===== src/sv/sliding_window_minimizer_core_defines.svh =====
// ---------------------------------------------------------------------------
// sliding window minimizer assertion macros
// shared concurrent check forms on i_clk, disabled while i_rst_n is low
// ---------------------------------------------------------------------------
`ifndef SLIDING_WINDOW_MINIMIZER_CORE_DEFINES_SVH
`define SLIDING_WINDOW_MINIMIZER_CORE_DEFINES_SVH

// same-cycle implication
`define SWM_ASSERT_NOW(lbl, ante, cons, msg) \
    lbl: assert property (@(posedge i_clk) disable iff (!i_rst_n) (ante) |-> (cons)) \
        else $error(msg);

// next-cycle implication
`define SWM_ASSERT_NEXT(lbl, ante, cons, msg) \
    lbl: assert property (@(posedge i_clk) disable iff (!i_rst_n) (ante) |=> (cons)) \
        else $error(msg);

`endif


===== src/sv/swm_pkg.sv =====
// ---------------------------------------------------------------------------
// swm_pkg
// types and constants shared by the minimizer cell row and its controller
// ---------------------------------------------------------------------------
package swm_pkg;

    localparam int CODE_W = 62;
    localparam int HASH_W = 64;
    localparam int POS_W  = 31;
    localparam int CFG_W  = 7;

    localparam logic [CFG_W-1:0] CFG_RESET = 7'd8;

    localparam int IN_TDATA_W  = 160;
    localparam int OUT_TDATA_W = 96;

    typedef struct packed {
        logic [HASH_W-1:0] hash;
        logic [CODE_W-1:0] kmer;
        logic [POS_W-1:0]  pos;
    } t_entry;

    typedef enum logic [1:0] {
        CELL_HOLD,
        CELL_CLEAR,
        CELL_PUSH,
        CELL_SHIFT
    } t_cell_op;

    typedef struct packed {
        t_cell_op op;
        logic     full;
    } t_cell_ctl;

    typedef enum logic [2:0] {
        S_IDLE,
        S_PUSH,
        S_EXPIRE,
        S_DEDUP,
        S_EMIT
    } t_state;

endpackage


===== src/sv/swm_cell.sv =====
// ---------------------------------------------------------------------------
// swm_cell
// one queue slot: holds an entry, empties on a clear, drops it when a smaller hash arrives,
// takes the new entry at the back edge, or shifts in its right neighbor
// ---------------------------------------------------------------------------
module swm_cell (
    input  logic              i_clk,
    input  logic              i_rst_n,
    input  swm_pkg::t_cell_ctl i_ctl,
    input  swm_pkg::t_entry   i_new,
    input  logic              i_keep_prev,
    input  logic              i_right_valid,
    input  swm_pkg::t_entry   i_right,
    output logic              o_valid,
    output swm_pkg::t_entry   o_entry,
    output logic              o_keep
);
    import swm_pkg::*;

    logic   r_valid;
    logic   n_valid;
    t_entry r_entry;
    t_entry n_entry;
    logic   w_keep;

    assign w_keep = r_valid && (r_entry.hash <= i_new.hash);

    always_comb begin
        n_valid = r_valid;
        n_entry = r_entry;
        unique case (i_ctl.op)
            CELL_HOLD: begin
            end
            CELL_CLEAR: begin
                n_valid = 1'b0;
            end
            CELL_PUSH: begin
                if (i_ctl.full) begin
                    n_valid = i_right_valid;
                    n_entry = i_right;
                end else if (!w_keep) begin
                    if (i_keep_prev) begin
                        n_valid = 1'b1;
                        n_entry = i_new;
                    end else begin
                        n_valid = 1'b0;
                    end
                end
            end
            CELL_SHIFT: begin
                n_valid = i_right_valid;
                n_entry = i_right;
            end
            default: begin
            end
        endcase
    end

    always_ff @(posedge i_clk) begin
        if (!i_rst_n) begin
            r_valid <= 1'b0;
        end else begin
            r_valid <= n_valid;
        end
    end

    always_ff @(posedge i_clk) begin
        r_entry <= n_entry;
    end

    assign o_valid = r_valid;
    assign o_entry = r_entry;
    assign o_keep  = w_keep;

endmodule


===== config.mk =====
export PLATFORM = sky130hd
export DESIGN_NAME = swm_cell
export DESIGN_NICKNAME = d
export VERILOG_FILES = /design/src/sv/sliding_window_minimizer_core_defines.svh /design/src/sv/swm_pkg.sv /design/src/sv/swm_cell.sv
export SDC_FILE = /design/constraint.sdc
export NUM_CORES = 1
export LEC_CHECK = 0
export BUFFER_PORTS_ARGS = -buffer_cell sky130_fd_sc_hd__clkbuf_2
export CAP_MARGIN = 20
export CORE_AREA = 2 2 184 186
export CTS_BUF_LIST = sky130_fd_sc_hd__clkbuf_4
export CTS_CLUSTER_DIAMETER = 40
export DETAILED_ROUTE_END_ITERATION = 8
export DIE_AREA = 0 0 186 188
export GPL_ROUTABILITY_DRIVEN = 0
export REMOVE_ABC_BUFFERS = 1
export SLEW_MARGIN = 10
export SYNTH_ARGS = -nofsm -noshare
export SYNTH_HDL_FRONTEND = slang
export SYNTH_SLANG_ARGS = --single-unit

===== constraint.sdc =====
create_clock -name i_clk -period 15.55 [get_ports i_clk]
set_clock_uncertainty 0.15 [all_clocks]
set_input_delay 3.11 -clock i_clk [delete_from_list [all_inputs] [get_ports i_clk]]
set_output_delay 3.11 -clock i_clk [all_outputs]
set_load 0.05 [all_outputs]

==> run metrics <==
H-tree levels=4; DR WL/cell=17.7 µm; DRT iter0 DRCs=243; vias per cell=4.24; top cells by area, synth=edfxtp_1 (56%), mux2_2 (21%), ha_1 (9.6%); most frequent cells after synthesis=edfxtp_1 (157), mux2_2 (157), inv_1 (67); Hold Path End=o_valid; layout cells sized above 1=0.627; syn avg cell area=14.4 µm²; Crit Path Category=primary input to output pin; Power per Cell Area=101 mW/mm²; CTS clk-pin slew, worst paths=0.13 ns; Pre-Repair DR Iteration Count=4; row cnt=67; CTS tree=built; Worst R2R Setup Slack=10.25 ns; Max IR drop VDD=0.0376 mV; DRC=0; largest area contributor in the netlist=edfxtp_1; crit-path max FO=3; Num Clock Sinks=158; WP data required=12.29 ns; number of max-cap violations=0; pre-CTS setup slack=6.78 ns; Worst Reg-to-Reg Cells=9; hold depth=2; element type at the critical path end=output pin; Max-Slew Margin vs Limit=0.280; Worst Path Arrival=5.47 ns; status=completed; Final WS setup=6.82 ns; Via Count=6486; post-synth top area share=0.565; pin count of the biggest net entering global routing=79; # setup viols final=0; CTS resizes=0; area delta synth->final=38.4%; DPL Wire Length=22.2 mm; Synth cell types=37; slowest CP cell=a21boi_0; Synth Flop Type=edfxtp_1; Max Slew Vio Count=0; area post-placement=0.0113 mm²; die height=188 µm; Mapped Area=0.00835 mm²; critical hold path startpoint=o_valid; most used cell, CP=clkbuf_2; I/O pins=480; CTS Hold Bufs=0; Pleak=5.40 nW; post-layout util=0.349; number of CTS-inserted buffers=17; total of warnings raised by yosys=0; clock tree buffer depth=2; # port buffers=479; antenna viol nets, final=0; Final Power=1.17 mW; reg2reg end=o_entry[49]; Routed WL=27.0 mm; Die ar.=0.0350 mm²; post-CTS setup buffer count=0; cell area after layout=0.0115 mm²; grt ovf=0; worst path cell trace=clkbuf_2 -> inv_1 -> ha_1 -> nand4_1 -> nor3_1 -> a221oi_1 -> a21boi_0 -> nor4_4 -> o21a_1 -> clkbuf_2; register area share after synthesis=0.567; final number of hold-violating endpoints=0; fmax=115 MHz; Final Hold Slack=0.594 ns; Worst-Skew Late Latency=0.60 ns; vias in the first global route=6643; final worst path period share=0.562; EDFF count, synth=157; GRT Resource Usage Total=0.153; Die W=186 µm; initial antenna violation count=2; Core Box Area=0.0331 mm²; minimum clock period after layout=8.73 ns; Synth async-reset ratio=0; Worst Hold Class=flip-flop to flip-flop; clock root buffer=clkbuf_4; Startpoint Class=primary input; Synth Register Bits=158; Layout Nets=1450; RSZ-0062 raised after global routing=false; crit-path max cell delay=0.52 ns; worst slew pin tran=1.08 ns; first-pass GRT wire length=39.1 mm; FF-to-FF Start=o_entry[140]; Starting Density=0.252; cells after synthesis=579
[cell usage in the layout, fill, tap and decap left out, types with 2 or more instances in the layout]
cell      count
edfxtp_1    157
ha_1         64
nor2_1        6
a21oi_1      26
nand4_1      13
clkinv_1      3
nor3_1        4
clkbuf_2    479
o21ai_0       7
clkbuf_4     19
o211ai_1      2
a221oi_1      2
buf_4         5
inv_1        67
nand2_1      15
nand3_1       8
mux2_2      157
clkinv_4      4
nor4_4        2
nor2b_1       4
inv_6         4
a21o_1        4
and4_1        5
diode_2       3
[worst max path at each step]
stage | slack, ns | startpoint | endpoint | cells past startpoint
after floorplan | -1.40 | i_new[151] | o_entry[0] | 8
after global placement | 6.77 | i_new[120] | o_keep | 10
after detailed placement | 6.78 | i_new[120] | o_keep | 10
after CTS | 6.76 | i_new[120] | o_keep | 10
after global routing | 6.62 | i_new[120] | o_keep | 10
final | 6.82 | i_new[139] | o_keep | 10
[layout make-up]
| type | count | area [µm²] |
|---|---|---|
| Fill cell | 3309 | 21600 |
| Sequential cell | 158 | 4730 |
| Multi-Input combinational cell | 337 | 3310 |
| Timing Repair Buffer | 484 | 2430 |
| Tap cell | 448 | 561 |
| Inverter | 67 | 251 |
| Clock buffer | 19 | 143 |
| Clock inverter | 12 | 111 |
| Antenna cell | 3 | 7.51 |
[report_power, final]
group          internal, mW  switching, mW  total (mW)
sequential            0.528         0.0188       0.547
combinational         0.115          0.266       0.381
clock                0.0834          0.161       0.244
total                 0.726          0.446        1.17
[per-layer routing]
layer | global-route usage | wire (µm) | up-vias
met5 | 0 | 0 | -
met4 | 0.0442 | 353 | 0
met3 | 0.0367 | 1620 | 22
met2 | 0.275 | 14000 | 268
met1 | 0.180 | 11100 | 3031
li1 | - | - | 3165
[through the flow]
step                cells  TNS (ns)
detailed placement   1494         0
finish               1528         0
global route         1528         0
CTS                  1525         0
global placement     1494         0
floorplan             562   -220.03
[cell families after synthesis]
| family | count (synthesis) | synth area share |
|---|---|---|
| muxes | 157 | 0.212 |
| buffers and inverters | 84 | 0.0397 |
| and+or+nand+nor | 59 | 0.0430 |
| AOI/OAI and AO/OA | 57 | 0.0424 |
| DFF | 158 | 0.567 |
| adders and majority gates | 64 | 0.0959 |
[state kept, by name (all words and copies together) (netlist names)]
register,flops
o_entry,157
o_valid,1
[critical path: cells and delay by family]
kind | cells | cell delay (ns)
adders and majority gates | 1 | 0.32
AOI/OAI and AO/OA | 3 | 0.91
buffers and inverters | 3 | 0.39
and+or+nand+nor | 3 | 0.73
(Power assumes the default switching activity.)
